**config.mk**
```make
export PLATFORM = sky130hd
export DESIGN_NAME = lzw_out_fifo
export DESIGN_NICKNAME = d
export VERILOG_FILES = /design/src/sv/lzw_pkg.sv /design/src/sv/lzw_out_fifo.sv
export SDC_FILE = /design/constraint.sdc
export NUM_CORES = 1
export LEC_CHECK = 0
export ABC_AREA = 1
export ABC_CLOCK_PERIOD_IN_PS = 4700
export BUFFER_PORTS_ARGS = -buffer_cell sky130_fd_sc_hd__buf_2
export CAP_MARGIN = 20
export CORE_MARGIN = 1.5
export CORE_UTILIZATION = 30
export CTS_CLUSTER_SIZE = 28
export DETAILED_ROUTE_END_ITERATION = 10
export PLACE_DENSITY = 0.5
export SYNTH_ARGS = -nofsm -noshare
export SYNTH_HDL_FRONTEND = slang
export SYNTH_SLANG_ARGS = --single-unit
```
**constraint.sdc**
```tcl
create_clock -name aclk -period 4.7 [get_ports aclk]
set_input_delay 0.94 -clock aclk [delete_from_list [all_inputs] [get_ports aclk]]
set_output_delay 0.94 -clock aclk [all_outputs]
set_load 0.05 [all_outputs]
```
**src/sv/lzw_pkg.sv**
```systemverilog
// shared types and constants of the lzw encoder
// no dependencies; used by lzw_out_fifo, lzw_encoder and the testbench
package lzw_pkg;

    // dictionary geometry
    localparam int DICT_SIZE  = 1024;
    localparam int ROOT_CODES = 27;
    localparam int CODE_W     = $clog2(DICT_SIZE);
    localparam int NFC_W      = CODE_W + 1;
    localparam int SLOT_W     = CODE_W + 1;
    localparam int HASH_DEPTH = 2 ** SLOT_W;

    // payload widths
    localparam int SYM_W      = 5;
    localparam int OUT_CODE_W = 10;

    // result queue
    localparam int FIFO_DEPTH = 4;
    localparam int FIFO_PTR_W = $clog2(FIFO_DEPTH);

    typedef logic [CODE_W-1:0] code_t;
    typedef logic [NFC_W-1:0]  nfc_t;
    typedef logic [SLOT_W-1:0] slot_t;
    typedef logic [SYM_W-1:0]  sym_t;

    typedef struct packed {
        sym_t symbol;
        logic last_symbol;
    } in_t;

    typedef struct packed {
        logic [OUT_CODE_W-1:0] out_code;
        logic                  last_code;
    } out_t;

    // result queue status seen by the encoder control
    typedef struct packed {
        logic room2;
        logic full;
    } fifo_status_t;

endpackage

```
**src/sv/lzw_out_fifo.sv**
```systemverilog
// small result queue between the encoder control and the m_ channel
// depends on lzw_pkg
module lzw_out_fifo (
    input  logic                  aclk,
    input  logic                  aresetn,
    input  logic                  push,
    input  lzw_pkg::out_t         push_data,
    output lzw_pkg::fifo_status_t status,
    output logic                  m_valid,
    input  logic                  m_ready,
    output lzw_pkg::out_t         m_data
);

    lzw_pkg::out_t                   queue_reg [lzw_pkg::FIFO_DEPTH];
    logic [lzw_pkg::FIFO_PTR_W-1:0]  wr_ptr_reg, wr_ptr_next;
    logic [lzw_pkg::FIFO_PTR_W-1:0]  rd_ptr_reg, rd_ptr_next;
    logic [lzw_pkg::FIFO_PTR_W:0]    count_reg, count_next;
    logic                            pop;

    assign pop     = m_valid && m_ready;
    assign m_valid = count_reg != '0;
    assign m_data  = queue_reg[rd_ptr_reg];

    // room for the up to two results of one item
    assign status.room2 = count_reg <= (lzw_pkg::FIFO_PTR_W + 1)'(lzw_pkg::FIFO_DEPTH - 2);
    assign status.full  = count_reg == (lzw_pkg::FIFO_PTR_W + 1)'(lzw_pkg::FIFO_DEPTH);

    // pointer and count update
    always_comb begin
        wr_ptr_next = wr_ptr_reg;
        rd_ptr_next = rd_ptr_reg;
        count_next  = count_reg;
        if (push) begin
            wr_ptr_next = wr_ptr_reg + 1'b1;
        end
        if (pop) begin
            rd_ptr_next = rd_ptr_reg + 1'b1;
        end
        if (push && !pop) begin
            count_next = count_reg + 1'b1;
        end else if (!push && pop) begin
            count_next = count_reg - 1'b1;
        end
    end

    always_ff @(posedge aclk) begin
        if (!aresetn) begin
            wr_ptr_reg <= '0;
            rd_ptr_reg <= '0;
            count_reg  <= '0;
        end else begin
            wr_ptr_reg <= wr_ptr_next;
            rd_ptr_reg <= rd_ptr_next;
            count_reg  <= count_next;
        end
    end

    // queue storage
    always_ff @(posedge aclk) begin
        if (push) begin
            queue_reg[wr_ptr_reg] <= push_data;
        end
    end

endmodule

```
After elaboration in Yosys (flattened, before gate mapping)
Memory sizes are Yosys's and may differ from the RTL's. A register that Yosys moved wholly into a read port is not among the register bits.
Cells that the tools add are included.
{"block": "word_totals", "regBits": 7, "ramBits": 44, "input_bits": 15, "output_inout_bits": 14, "elab_cells": 23, "mem_count": 1}
{"name": "queue_reg", "depth": 4, "width": 11, "rd": 1, "rd_ports_with_merged_regs": 1, "wr": 1, "line_no": "lzw_out_fifo.sv:14", "rtl": "lzw_pkg::out_t queue_reg [lzw_pkg::FIFO_DEPTH];"}
{"block": "classes", "add_sub_neg": 4, "magnitude_cmp": 1, "eq_ne": 1, "muxes": 6, "n_reduce_logical": 7}
{"op": "$mux 3", "n": 2}
{"op": "$add 2x1->2 const B", "n": 2}
{"op": "$mux 2", "n": 2}
{"op": "$add 3x1->3 const B", "n": 1}
{"op": "$eq 3x3->1 const B", "n": 1}
{"op": "$le 3x2->1 const B", "n": 1}
{"op": "$logic_and 1x1->1", "n": 3}
{"op": "$reduce_bool 3->1", "n": 1}
{"op": "$sub 3x1->3 const B", "n": 1}
{"op": "$logic_not 1->1", "n": 2}
{"op": "$mux 1", "n": 2}
{"op": "$reduce_bool 2->1", "n": 1}

Logic depth before layout (Yosys ltp)
Gate-level depths: netlist of run 1.
{"block": "depth", "depth_word": 5, "depth_mapped": 12, "ltp_nobuf": 12}

Worst setup path before layout of run 1
Ideal clock, no wire load.
{"block": "synth_timing", "kind": "reg2out", "start": "reg count_reg[0] (netlist name)", "end": "out status[0] (netlist name)", "t_arrival_ns": 1.461, "required_ns": 3.760, "setup_slack_ns": 2.299, "path_stages_with_launch": 2, "n_path_buf": 0, "path_cell_list": "dfxtp_1 > nor3_1"}
{"item": "start: declaration", "line_no": "lzw_out_fifo.sv:17", "rtl": "logic [lzw_pkg::FIFO_PTR_W:0] count_reg, count_next;"}
{"item": "start signal: assignment", "line_no": "lzw_out_fifo.sv:54", "rtl": "count_reg <= count_next;"}
{"item": "end: declaration", "line_no": "lzw_out_fifo.sv:8", "rtl": "output lzw_pkg::fifo_status_t status,"}

==> summary.txt, run 1 <==
Setup path
  • CP max FO: 23
  • Worst reg2reg path startpoint: count_reg[0]
  • CP Capture Type: primary output
  • Reg2reg path depth: 12
  • Req. time, crit path: 3.76 ns
  • CP Class: reg -> out
  • Setup crit start kind: register
  • Worst EP arrival: 2.04 ns

Clocking
  • Clock sinks: 53
  • Htree depth: 2
  • CTS tree: built
  • Resized Gates After CTS: 0
  • Post-CTS Hold Buffers: 0
  • Clock Tree Root: clkbuf_8
  • Clock-pin slew on the worst setup and hold paths: 0.08 ns
  • Clk Latency, worst-skew pair: 0.29 ns
  • Total CTS buffers: 5
  • CTS Buffer Depth: 2
  • Postcts setup bufs: 0

Min path
  • Hold Path Origin: rd_ptr_reg[1]
  • Class of the worst hold path: reg -> reg
  • Hold path cells: 2

Power
  • Worst vdd ir: 0.294 mV
  • Total Power: 1190 uW
  • Leakage: 0.000903 uW
  • Power Dens Cells: 495 mW/mm2

Routing
  • Drt pass-1 iters: 4
  • Detailed-route DRC error count: 0
  • WL/cell: 12.4 um
  • Vias per std cell: 4.32
  • 1st-iter DRT viols: 67
  • Post-Route WL: 3660 um
  • Post-route antenna net violation count: 0
  • Via count: 1,280

Global routing
  • Antenna violations before repair: 0
  • GRT overflow: 0
  • Met2 Usage GRT: 0.179
  • Largest net degree at the start of global routing: 24
  • Met1 Track Usage GR: 0.126
  • Met3 usage: 0.0276
  • Busiest layer in global routing: met2
  • Vias in the first global route: 1,207
  • All-Layer GR Usage: 0.104
  • First-pass GRT wire length: 5850 um

Floorplanning
  • Total core area: 0.00679 mm2
  • Starting density of the core: 0.310
  • # IOs: 29
  • Cell Rows: 30
  • Die ar.: 0.00753 mm2
  • Die extent in x: 86.8 um
  • Die Height: 86.8 um

Timing
  • Peak Freq: 336 MHz
  • Period Utilization, post-route: 0.634
  • Hold Slack: 0.514 ns
  • Final hold vios: 0
  • Least-Margin Pin Slew: 0.761 ns
  • Endpoints failing setup: 0
  • Setup TNS: 0 ns
  • Clk_skew: 0.0114 ns
  • Max Slew Vio Count: 0
  • Slew headroom: 0.492
  • Clock period minus worst slack: 2.98 ns
  • RSZ-0062 raised after global routing: false

Place
  • Port buffer count: 28
  • RePlAce Congestion: 0.702
  • Final HPWL DP: 2420 um

Logic synthesis
  • Synth warnings: 0
  • Netlist cell types: 19
  • Register bit total from synthesis: 53
  • Mean Syn Cell Area: 12.3 um2
  • Syn Nets: 192
  • Post-Synthesis Cells: 171
  • Seq/Total Area, Yosys: 0.713
  • Area of the mapped netlist: 0.00211 mm2

Finish
  • Nets@finish: 221
  • Ant diodes: 0
  • Max reg flops: 44
  • Share of cells above drive strength 1: 0.190
  • Synth-to-Final Area Change: 14.3%

Flow run
  • Max-cap violation count: 0

Run status
  • Run status: completed
## power by group
group	switching (uW)	internal (uW)	total [uW]
clock network	130	101	230
registers	39.1	543	582
logic	285	92.4	378
total	454	736	1190
## synth_stat cells
| cell type | number | share of area |
|---|---|---|
| nor2_2 | 1 | 0.0030 |
| nand2_4 | 1 | 0.0053 |
| nand3_1 | 3 | 0.0071 |
| edfxtp_1 | 44 | 0.63 |
| o22ai_1 | 11 | 0.033 |
| fa_1 | 1 | 0.0095 |
| ha_1 | 5 | 0.030 |
| inv_2 | 1 | 0.0018 |
| buf_2 | 4 | 0.0095 |
| buf_4 | 2 | 0.0071 |
| nand2_1 | 12 | 0.021 |
| nor3_1 | 1 | 0.0024 |
| o21ai_0 | 13 | 0.031 |
| a21oi_1 | 7 | 0.017 |
| nand2_2 | 2 | 0.0059 |
| o21ai_1 | 13 | 0.031 |
| dfxtp_1 | 9 | 0.086 |
| inv_1 | 15 | 0.027 |
| nor2_1 | 26 | 0.046 |
## worst max-delay path, cell delays in order, from the launching register on
cell and delay (ns):
dfxtp_1 0.82, inv_2 0.35, o21ai_0 0.26, o22ai_1 0.09
buf_2 0.22
## layout make-up
class	instances	area [um2]
Sequential cell	53	1500
Timing Repair Buffer	28	140
Clock inverter	1	3.75
Tap cell	96	120
Inverter	16	60.1
Clock buffer	6	72.6
Multi-Input combinational cell	96	509
Fill cell	681	4390
## cells in the final DEF (no fill, tap or decap), drive strengths merged
cell type   n
buf        28
o22ai      11
nand3       3
nor3        1
o21ai      26
edfxtp     44
nor2       27
inv        16
fa          1
nand2      15
dfxtp       9
clkinv      1
ha          5
a21oi       7
clkbuf      6
## logic make-up (layout without fill, tap and decap cells)
logic type / after synthesis / after routing / synth area share
compound gates: 44 / 44 / 0.111
fa+ha+maj: 6 / 6 / 0.0392
buf+inv: 22 / 51 / 0.0452
flops: 53 / 53 / 0.713
simple gates: 46 / 46 / 0.0915
## routing by layer
metal  routed length, um  vias up  share of wire
met5                   0        -              0
met4                  53        0          0.014
li1                    -      656              -
met1                1660      595           0.45
met3                 128        6          0.035
met2                1820       23           0.50
## path summary, 6_finish.rpt
path,to,slack [ns]
worst min register to register,register,0.51
worst max register to register,count_reg[2],2.96
worst min-delay path,register,0.51
worst max-delay path,m_data[2],1.72
## per-stage QoR
step / cells / area (um2) / setup slack [ns] / utilization
floorplan: 171 / 2110 / 2.30 / -
global placement: 289 / 2330 / 2.06 / 0.343
detailed placement: 289 / 2330 / 1.98 / 0.343
CTS: 296 / 2410 / 1.66 / 0.354
global route: 296 / 2410 / 1.55 / 0.354
finish: 296 / 2410 / 1.72 / 0.354
Note: power is estimated with default switching activity, not from simulation.
==> run 2: changes to the inputs <==
--- a/config.mk
+++ b/config.mk
@@ -6,7 +6,7 @@
 export NUM_CORES = 1
 export LEC_CHECK = 0
 export ABC_AREA = 1
-export ABC_CLOCK_PERIOD_IN_PS = 4700
+export ABC_CLOCK_PERIOD_IN_PS = 2800
 export BUFFER_PORTS_ARGS = -buffer_cell sky130_fd_sc_hd__buf_2
 export CAP_MARGIN = 20
 export CORE_MARGIN = 1.5
==> constraint.sdc (replaced) <==
create_clock -name aclk -period 2.8 [get_ports aclk]
set_input_delay 0.56 -clock aclk [delete_from_list [all_inputs] [get_ports aclk]]
set_output_delay 0.56 -clock aclk [all_outputs]
set_load 0.05 [all_outputs]
==> run 2 against run 1 <==
Net effect:
- highest routed layer unchanged
- clock power rose by 73%
- critical path type unchanged
- non-clock buffer count rose by 1
- clock skew fell by 0.0027 ns
- design area rose by 0.57%
==> summary.txt, run 2 (same netlist as run 1, synthesis figures left out) <==
Place
  • Placed instance area: 0.00234 mm2 (was 0.00233 mm2)
  • DP Worst Slack: 0.863 ns (was 1.98 ns)
  • Port buffer count: 28 (unchanged)
  • RePlAce Congestion: 0.720 (was 0.702)
  • Final HPWL DP: 2530 um (was 2420 um)

Power
  • Combinational Power Share: 0.326 (was 0.317)
  • Sw frac: 0.380 (was 0.382)
  • Power Dens Cells: 833 mW/mm2 (was 495 mW/mm2)
  • Clock Power Share: 0.197 (was 0.194)
  • Reg power frac: 0.477 (was 0.489)
  • Int Power: 1250 uW (was 736 uW)
  • Worst vdd ir: 0.377 mV (was 0.294 mV)
  • P_sw: 767 uW (was 454 uW)
  • Leakage: 0.000912 uW (was 0.000903 uW)

Routing
  • WL/cell: 12.8 um (was 12.4 um)
  • Drt pass-1 iters: 4 (unchanged)
  • Vias per std cell: 4.27 (was 4.32)
  • Via count: 1,271 (was 1,280)
  • 1st-iter DRT viols: 49 (was 67)
  • Detailed-route DRC error count: 0 (unchanged)
  • Post-Route WL: 3800 um (was 3660 um)
  • Post-route antenna net violation count: 0 (unchanged)

Setup path
  • CP Class: reg -> out (unchanged)
  • CP Capture Type: primary output (unchanged)
  • Setup crit start kind: register (unchanged)
  • Worst EP arrival: 1.72 ns (was 2.04 ns)
  • CP max FO: 15 (was 23)
  • Req. time, crit path: 2.24 ns (was 3.76 ns)

Clocking
  • Clock sinks: 53 (unchanged)
  • CTS Buffer Depth: 2 (unchanged)
  • Htree depth: 2 (unchanged)
  • CTS tree: built (unchanged)
  • Clk Latency, worst-skew pair: 0.29 ns (about the same)
  • Clock-pin slew on the worst setup and hold paths: 0.09 ns (was 0.08 ns)
  • Clock Tree Root: clkbuf_8 (unchanged)
  • Total CTS buffers: 5 (unchanged)
  • Post-CTS Hold Buffers: 0 (unchanged)
  • Resized Gates After CTS: 0 (unchanged)
  • Postcts setup bufs: 0 (unchanged)

Finish
  • Max reg flops: 44 (unchanged)
  • Nets@finish: 222 (was 221)
  • Commonest non-fill, non-tap cells in the layout: edfxtp_1 (44), buf_2 (28), nor2_1 (26), inv_1 (15) (unchanged)
  • Area occupied by multi-input gates: 509 um2 (unchanged)
  • Fillers: 678 (was 681)
  • Share of cells above drive strength 1: 0.198 (was 0.190)
  • Fin util: 0.356 (was 0.354)
  • Commonest non-fill, non-tap cell in the layout: edfxtp_1 (unchanged)
  • Ant diodes: 0 (unchanged)
  • Fin area: 0.00242 mm2 (was 0.00241 mm2)
  • FF+latch area: 0.00150 mm2 (unchanged)
  • Synth-to-Final Area Change: 15.0% (was 14.3%)

Timing
  • Max Slew Vio Count: 0 (unchanged)
  • Clk_skew: 0.00874 ns (was 0.0114 ns)
  • Setup TNS: 0 ns (unchanged)
  • Peak Freq: 438 MHz
  • Period Utilization, post-route: 0.815
  • Final hold vios: 0 (unchanged)
  • Least-Margin Pin Slew: 0.554 ns (was 0.761 ns)
  • Slew headroom: 0.630 (was 0.492)
  • Worst Setup Slack, final: 0.518 ns (was 1.72 ns)
  • RSZ-0062 raised after global routing: false (unchanged)
  • Endpoints failing setup: 0 (unchanged)
  • Clock period minus worst slack: 2.28 ns

Run status
  • Run status: completed (unchanged)

Min path
  • Class of the worst hold path: in -> reg (was reg -> reg)

Floorplanning
  • Starting density of the core: 0.310 (unchanged)
  • Die extent in x: 86.8 um (unchanged)
  • Die ar.: 0.00753 mm2 (unchanged)
  • Total core area: 0.00679 mm2 (unchanged)
  • # IOs: 29 (unchanged)
  • Die Height: 86.8 um (unchanged)
  • Cell Rows: 30 (unchanged)

Global routing
  • Largest net degree at the start of global routing: 23 (was 24)
  • All-Layer GR Usage: 0.112 (was 0.104)
  • First-pass GRT wire length: 6270 um (was 5850 um)
  • Vias in the first global route: 1,327 (was 1,207)
  • GRT overflow: 0 (unchanged)
  • Antenna violations before repair: 0 (unchanged)

Flow run
  • Max-cap violation count: 0 (unchanged)
==> run 2: cell types whose count changed in the layout (fill, tap and decap cells not counted), sizes merged <==
cell    before  now
buf         28   29
inv         16   17
clkinv       1    0
clkbuf       6    7
==> run 2: routing by layer <==
| layer | track usage | vias to the layer above | wire (um) | share of wire |
|---|---|---|---|---|
| met2 | 0.187 | 22 | 1820 | 0.48 |
| met5 | 0 | - | 0 | 0 |
| met4 | 0.0396 | 0 | 55 | 0.014 |
| met3 | 0.0419 | 4 | 146 | 0.038 |
| met1 | 0.132 | 586 | 1780 | 0.47 |
| li1 | - | 659 | - | - |
==> run 2: final timing paths <==
| path | startpoint | to | slack [ns] | cells after the start |
|---|---|---|---|---|
| max reg2reg | count_reg[0] | count_reg[2] | 1.08 | 12 |
| max | register | m_data[3] | 0.52 | 4 |
| min | push_data[10] | queue_reg[2][10] | 0.48 | 1 |
| min reg2reg | rd_ptr_reg[0] | rd_ptr_reg[0] | 0.50 | 2 |
==> run 2: layout make-up <==
cell class                 count  area share
sequential                    53       0.620
multi-input combinational     96       0.210
timing repair buffer          29      0.0610
tap                           96      0.0496
clock buffer                   7      0.0315
inverter                      16      0.0248
clock inverter                 1     0.00258
==> run 2: metrics by stage <==
step	cells	power, uW	hold WS, ns
CTS	298	2050	0.466
detailed placement	290	1640	0.487
floorplan	171	1500	0.462
finish	298	2020	0.478
global route	298	2140	0.467
global placement	290	1640	0.483
==> run 2: power by group through the flow <==
stage	Clock [uW]	Sequential, uW	Combinational, uW
after global placement	0	980	658
after floorplan	0	961	535
after global routing	445	972	727
after CTS	423	963	662
final	398	961	657
after detailed placement	0	981	661
==> run 2: critical path, stage by stage, from the launching register on <==
cell and delay, ns:
dfxtp_1 0.52, buf_4 0.27, o21ai_0 0.11, o22ai_1 0.22, buf_2 0.31
==> run 3: changes to the inputs <==
--- a/config.mk
+++ b/config.mk
@@ -5,15 +5,15 @@
 export SDC_FILE = /design/constraint.sdc
 export NUM_CORES = 1
 export LEC_CHECK = 0
-export ABC_AREA = 1
-export ABC_CLOCK_PERIOD_IN_PS = 2800
+export ABC_AREA = 0
+export ABC_CLOCK_PERIOD_IN_PS = 2000
 export BUFFER_PORTS_ARGS = -buffer_cell sky130_fd_sc_hd__buf_2
 export CAP_MARGIN = 20
 export CORE_MARGIN = 1.5
 export CORE_UTILIZATION = 30
 export CTS_CLUSTER_SIZE = 28
 export DETAILED_ROUTE_END_ITERATION = 10
-export PLACE_DENSITY = 0.5
+export PLACE_DENSITY = 0.52
 export SYNTH_ARGS = -nofsm -noshare
 export SYNTH_HDL_FRONTEND = slang
 export SYNTH_SLANG_ARGS = --single-unit
==> constraint.sdc (replaced) <==
create_clock -name aclk -period 2 [get_ports aclk]
set_input_delay 0.4 -clock aclk [delete_from_list [all_inputs] [get_ports aclk]]
set_output_delay 0.4 -clock aclk [all_outputs]
set_load 0.05 [all_outputs]
==> run 3 against run 2 <==
Net effect:
- global-route usage is 1.3 points lower
- hold slack got worse by 0.17 ns
- die area fell by 1.9%
- largest cell class unchanged
- non-clock buffer count is 10 higher
- critical path depth grew 3
- highest routed layer unchanged
- register-to-register slack lost 1.1 ns
- sequential share of layout area decreased by 2.7 points
- synthesized cell count down 41%
- combinational power rose by 86%
- flip-flop and latch count is the same
==> summary.txt, run 3 <==
Power
  • Leakage: 0.000900 uW (was 0.000912 uW)
  • Sw frac: 0.341 (was 0.380)
  • Combinational Power Share: 0.371 (was 0.326)
  • Int Power: 2170 uW (was 1250 uW)
  • Power Dens Cells: 1300 mW/mm2 (was 833 mW/mm2)
  • P_sw: 1130 uW (was 767 uW)
  • Clock Power Share: 0.213 (was 0.197)
  • Reg power frac: 0.415 (was 0.477)
  • Worst vdd ir: 0.749 mV (was 0.377 mV)

Finish
  • Max reg flops: 44 (unchanged)
  • Commonest non-fill, non-tap cell in the layout: edfxtp_1 (unchanged)
  • Ant diodes: 0 (unchanged)
  • Fin util: 0.378 (was 0.356)
  • Share of cells above drive strength 1: 0.445 (was 0.198)
  • Nets@finish: 166 (was 222)
  • Synth-to-Final Area Change: 23.0% (was 15.0%)
  • Finished Layout Cells: 226 (was 298)
  • Commonest non-fill, non-tap cells in the layout: edfxtp_1 (44), buf_2 (25), buf_4 (12), mux4_2 (11), and2_1 (9) (was edfxtp_1 (44), buf_2 (28), nor2_1 (26), inv_1 (15))
  • Fillers: 635 (was 678)
  • Fin area: 0.00254 mm2 (was 0.00242 mm2)

Min path
  • Hold path cells: 1 (unchanged)
  • Hold worst-path end: queue_reg[1][9] (was queue_reg[2][10])
  • Hold Path Origin: push_data[9] (was push_data[10])
  • Class of the worst hold path: in -> reg (unchanged)

Timing
  • Clock period minus worst slack: 1.97 ns
  • Period Utilization, post-route: 0.986
  • RSZ-0062 raised after global routing: true (was false)
  • Setup TNS: 0 ns (unchanged)
  • Clk_skew: 0.00695 ns (was 0.00874 ns)
  • Hold Slack: 0.310 ns (was 0.478 ns)
  • Endpoints failing setup: 0 (unchanged)
  • Final hold vios: 0 (unchanged)
  • Slew headroom: 0.814 (was 0.630)
  • Max Slew Vio Count: 0 (unchanged)
  • Least-Margin Pin Slew: 0.278 ns (was 0.554 ns)
  • Peak Freq: 507 MHz

Logic synthesis
  • Register bit total from synthesis: 53 (unchanged)
  • Syn Nets: 122 (was 192)
  • Largest family of logic cells by synthesized area: multiplexers (was compound AO/OA/AOI/OAI gates)
  • Primary FF master, synth: edfxtp_1 (unchanged)
  • Mux contribution to synthesized area: 0.130 (was 0)
  • Seq/Total Area, Yosys: 0.727 (was 0.713)
  • Commonest cells post-synth: edfxtp_1 (44), mux4_2 (11), and2_1 (9), dfxtp_1 (9), ha_1 (5) (was edfxtp_1 (44), nor2_1 (26), inv_1 (15), o21ai_0 (13), o21ai_1 (13))
  • Netlist cell types: 21 (was 19)
  • Mean Syn Cell Area: 20.4 um2 (was 12.3 um2)
  • Area contributors post-synth: edfxtp_1 (64%), mux4_2 (12%), dfxtp_1 (8.7%) (was edfxtp_1 (63%), dfxtp_1 (8.6%), nor2_1 (4.6%))
  • Synth warnings: 0 (unchanged)
  • Dominant cell type by area after synthesis: edfxtp_1 (unchanged)
  • Compound-gate portion of the synthesized area: 0.0267 (was 0.111)
  • Xor/xnor share of the synthesized area: 0.0212 (was 0)
  • Area of the mapped netlist: 0.00206 mm2 (was 0.00211 mm2)
  • Share of the synthesized area in the top cell type: 0.640 (was 0.627)
  • Post-Synthesis Cells: 101 (was 171)
  • EDFF count, synth: 44 (unchanged)
  • Async set-reset flop share out of synthesis: 0 (unchanged)
  • Cell with the most instances after synthesis: edfxtp_1 (unchanged)
  • Post-Synth Simple-Gate Area: 0.0436 (was 0.0915)
  • Post-Synth Adder-Cell Area: 0.0400 (was 0.0392)

Routing
  • Post-route antenna net violation count: 0 (unchanged)
  • Vias per std cell: 4.51 (was 4.27)
  • Detailed-route DRC error count: 0 (unchanged)
  • Via count: 1,019 (was 1,271)
  • 1st-iter DRT viols: 38 (was 49)
  • WL/cell: 15.4 um (was 12.8 um)
  • Drt pass-1 iters: 4 (unchanged)
  • Post-Route WL: 3470 um (was 3800 um)

Setup path
  • CP Capture Type: register (was primary output)
  • Reg-to-Reg End: count_reg[2] (unchanged)
  • Worst EP arrival: 2.19 ns (was 1.72 ns)
  • CP Class: reg -> reg (was reg -> out)
  • Req. time, crit path: 2.22 ns (was 2.24 ns)
  • Setup crit start kind: register (unchanged)
  • Crit-path cells: o31ai_4, ha_2, inv_1, fa_2, xor2_1, or3_1, a21boi_1 (was buf_4, o21ai_0, o22ai_1, buf_2)
  • R2R Setup Slk: 0.03 ns (was 1.08 ns)
  • Reg2reg path depth: 7 (was 12)
  • Worst reg2reg path startpoint: count_reg[2] (was count_reg[0])
  • CP max FO: 7 (was 15)
  • CP peak stage delay: 0.38 ns (was 0.52 ns)
  • CP max-delay cell: dfxtp_4 (was dfxtp_1)

Floorplanning
  • Die ar.: 0.00739 mm2 (was 0.00753 mm2)
  • Cell Rows: 30 (unchanged)
  • Total core area: 0.00672 mm2 (was 0.00679 mm2)
  • Die Height: 86.0 um (was 86.8 um)
  • Die extent in x: 86.0 um (was 86.8 um)
  • # IOs: 29 (unchanged)
  • Starting density of the core: 0.307 (was 0.310)

Global routing
  • Met2 Usage GRT: 0.190 (was 0.187)
  • Busiest layer in global routing: met2 (unchanged)
  • Met3 usage: 0.0356 (was 0.0419)
  • GRT overflow: 0 (unchanged)
  • All-Layer GR Usage: 0.0991 (was 0.112)
  • Vias in the first global route: 1,095 (was 1,327)
  • Antenna violations before repair: 0 (unchanged)
  • Largest net degree at the start of global routing: 17 (was 23)
  • First-pass GRT wire length: 5330 um (was 6270 um)
  • Met1 Track Usage GR: 0.102 (was 0.132)

Place
  • Post-Place Cells: 215 (was 290)
  • Port buffer count: 28 (unchanged)
  • Final HPWL DP: 2380 um (was 2530 um)
  • RePlAce Congestion: 0.782 (was 0.720)
  • Placed instance area: 0.00237 mm2 (was 0.00234 mm2)

Clocking
  • CTS tree: built (unchanged)
  • Htree depth: 2 (unchanged)
  • Clock sinks: 53 (unchanged)
  • Clock-pin slew on the worst setup and hold paths: 0.09 ns (about the same)
  • CTS Buffer Depth: 2 (unchanged)
  • Total CTS buffers: 5 (unchanged)
  • Clk Latency, worst-skew pair: 0.30 ns (was 0.29 ns)
  • Clock Tree Root: clkbuf_8 (unchanged)

Run status
  • Run status: completed (unchanged)

Flow run
  • Max-cap violation count: 0 (unchanged)
run 3: cell count changes in the layout (fill, tap and decap cells not counted), moves of 9 or more:
cell	before	now
o21ai_1	13	0
inv_1	15	3
mux4_2	0	11
buf_4	1	12
nand2_1	12	0
o21ai_0	13	1
o22ai_1	11	0
and2_1	0	9
nor2_1	26	0
run 3: worst max-delay path by stage:
| stage | from | end | slack (ns) | depth (start not counted) |
|---|---|---|---|---|
| after floorplan | count_reg[0] | count_reg[2] | 0.05 | 7 |
| final | count_reg[2] | count_reg[2] | 0.03 | 7 |
| after global placement | m_ready | count_reg[2] | 0.11 | 8 |
| after CTS | count_reg[0] | count_reg[2] | 0.001 | 7 |
| after detailed placement | count_reg[2] | count_reg[2] | 0.01 | 7 |
| after global routing | count_reg[2] | count_reg[2] | -0.02 | 7 |
run 3: stage by stage:
stage	total power, uW	worst slack, ns
floorplan	2250	0.0520
global placement	2520	0.107
detailed placement	2540	0.0142
CTS	3260	0.00115
global route	3440	-0.0221
finish	3300	0.0287
run 3: logic make-up after synthesis:
kind of cell / after synthesis
buffers and inverters: 5
AOI/OAI and AO/OA: 5
adders and majority gates: 6
DFF: 53
and+or+nand+nor: 14
xor gates and xnor gates: 5
muxes: 13
run 3: routing by layer:
layer	part of all wire	wire [um]
met1	0.42	1440
met2	0.53	1840
met3	0.049	170
met4	0.0060	21
met5	0	0
run 3: power groups by stage:
stage	sequential [uW]	clock [uW]	combinational, uW
3_3_place_gp	1380	0	1140
4_1_cts	1360	730	1170
6_report	1370	703	1220
2_1_floorplan	1390	0	859
3_5_place_dp	1380	0	1160
5_1_grt	1380	770	1290
run 3: timing repair:
item,4_1_cts,5_1_grt
hold buffers,0,0
buffers inserted,0,2
setup endpoints to repair,2,7
pin swaps,1,2
gates resized for setup,3,8
gates cloned,0,1
run 3: worst max-delay path: cells and delay by family (launching register included):
family,cells,cell delay [ns]
buffers and inverters,1,0.05
XOR/XNOR,1,0.16
AO/OA/AOI/OAI,2,0.44
AND/OR/NAND/NOR,1,0.31
flip-flops,1,0.38
adder cells (fa/ha/maj),2,0.55
run 3: layout make-up:
| type | instances | area, um2 | share of cell area |
|---|---|---|---|
| inverters | 3 | 11.3 | 0.00444 |
| clock buffers | 6 | 72.6 | 0.0286 |
| well taps | 80 | 100 | 0.0394 |
| multi-input cells | 43 | 549 | 0.216 |
| repair buffers | 39 | 260 | 0.103 |
| flip-flops and latches | 53 | 1510 | 0.593 |
| clock inverters | 2 | 38.8 | 0.0153 |
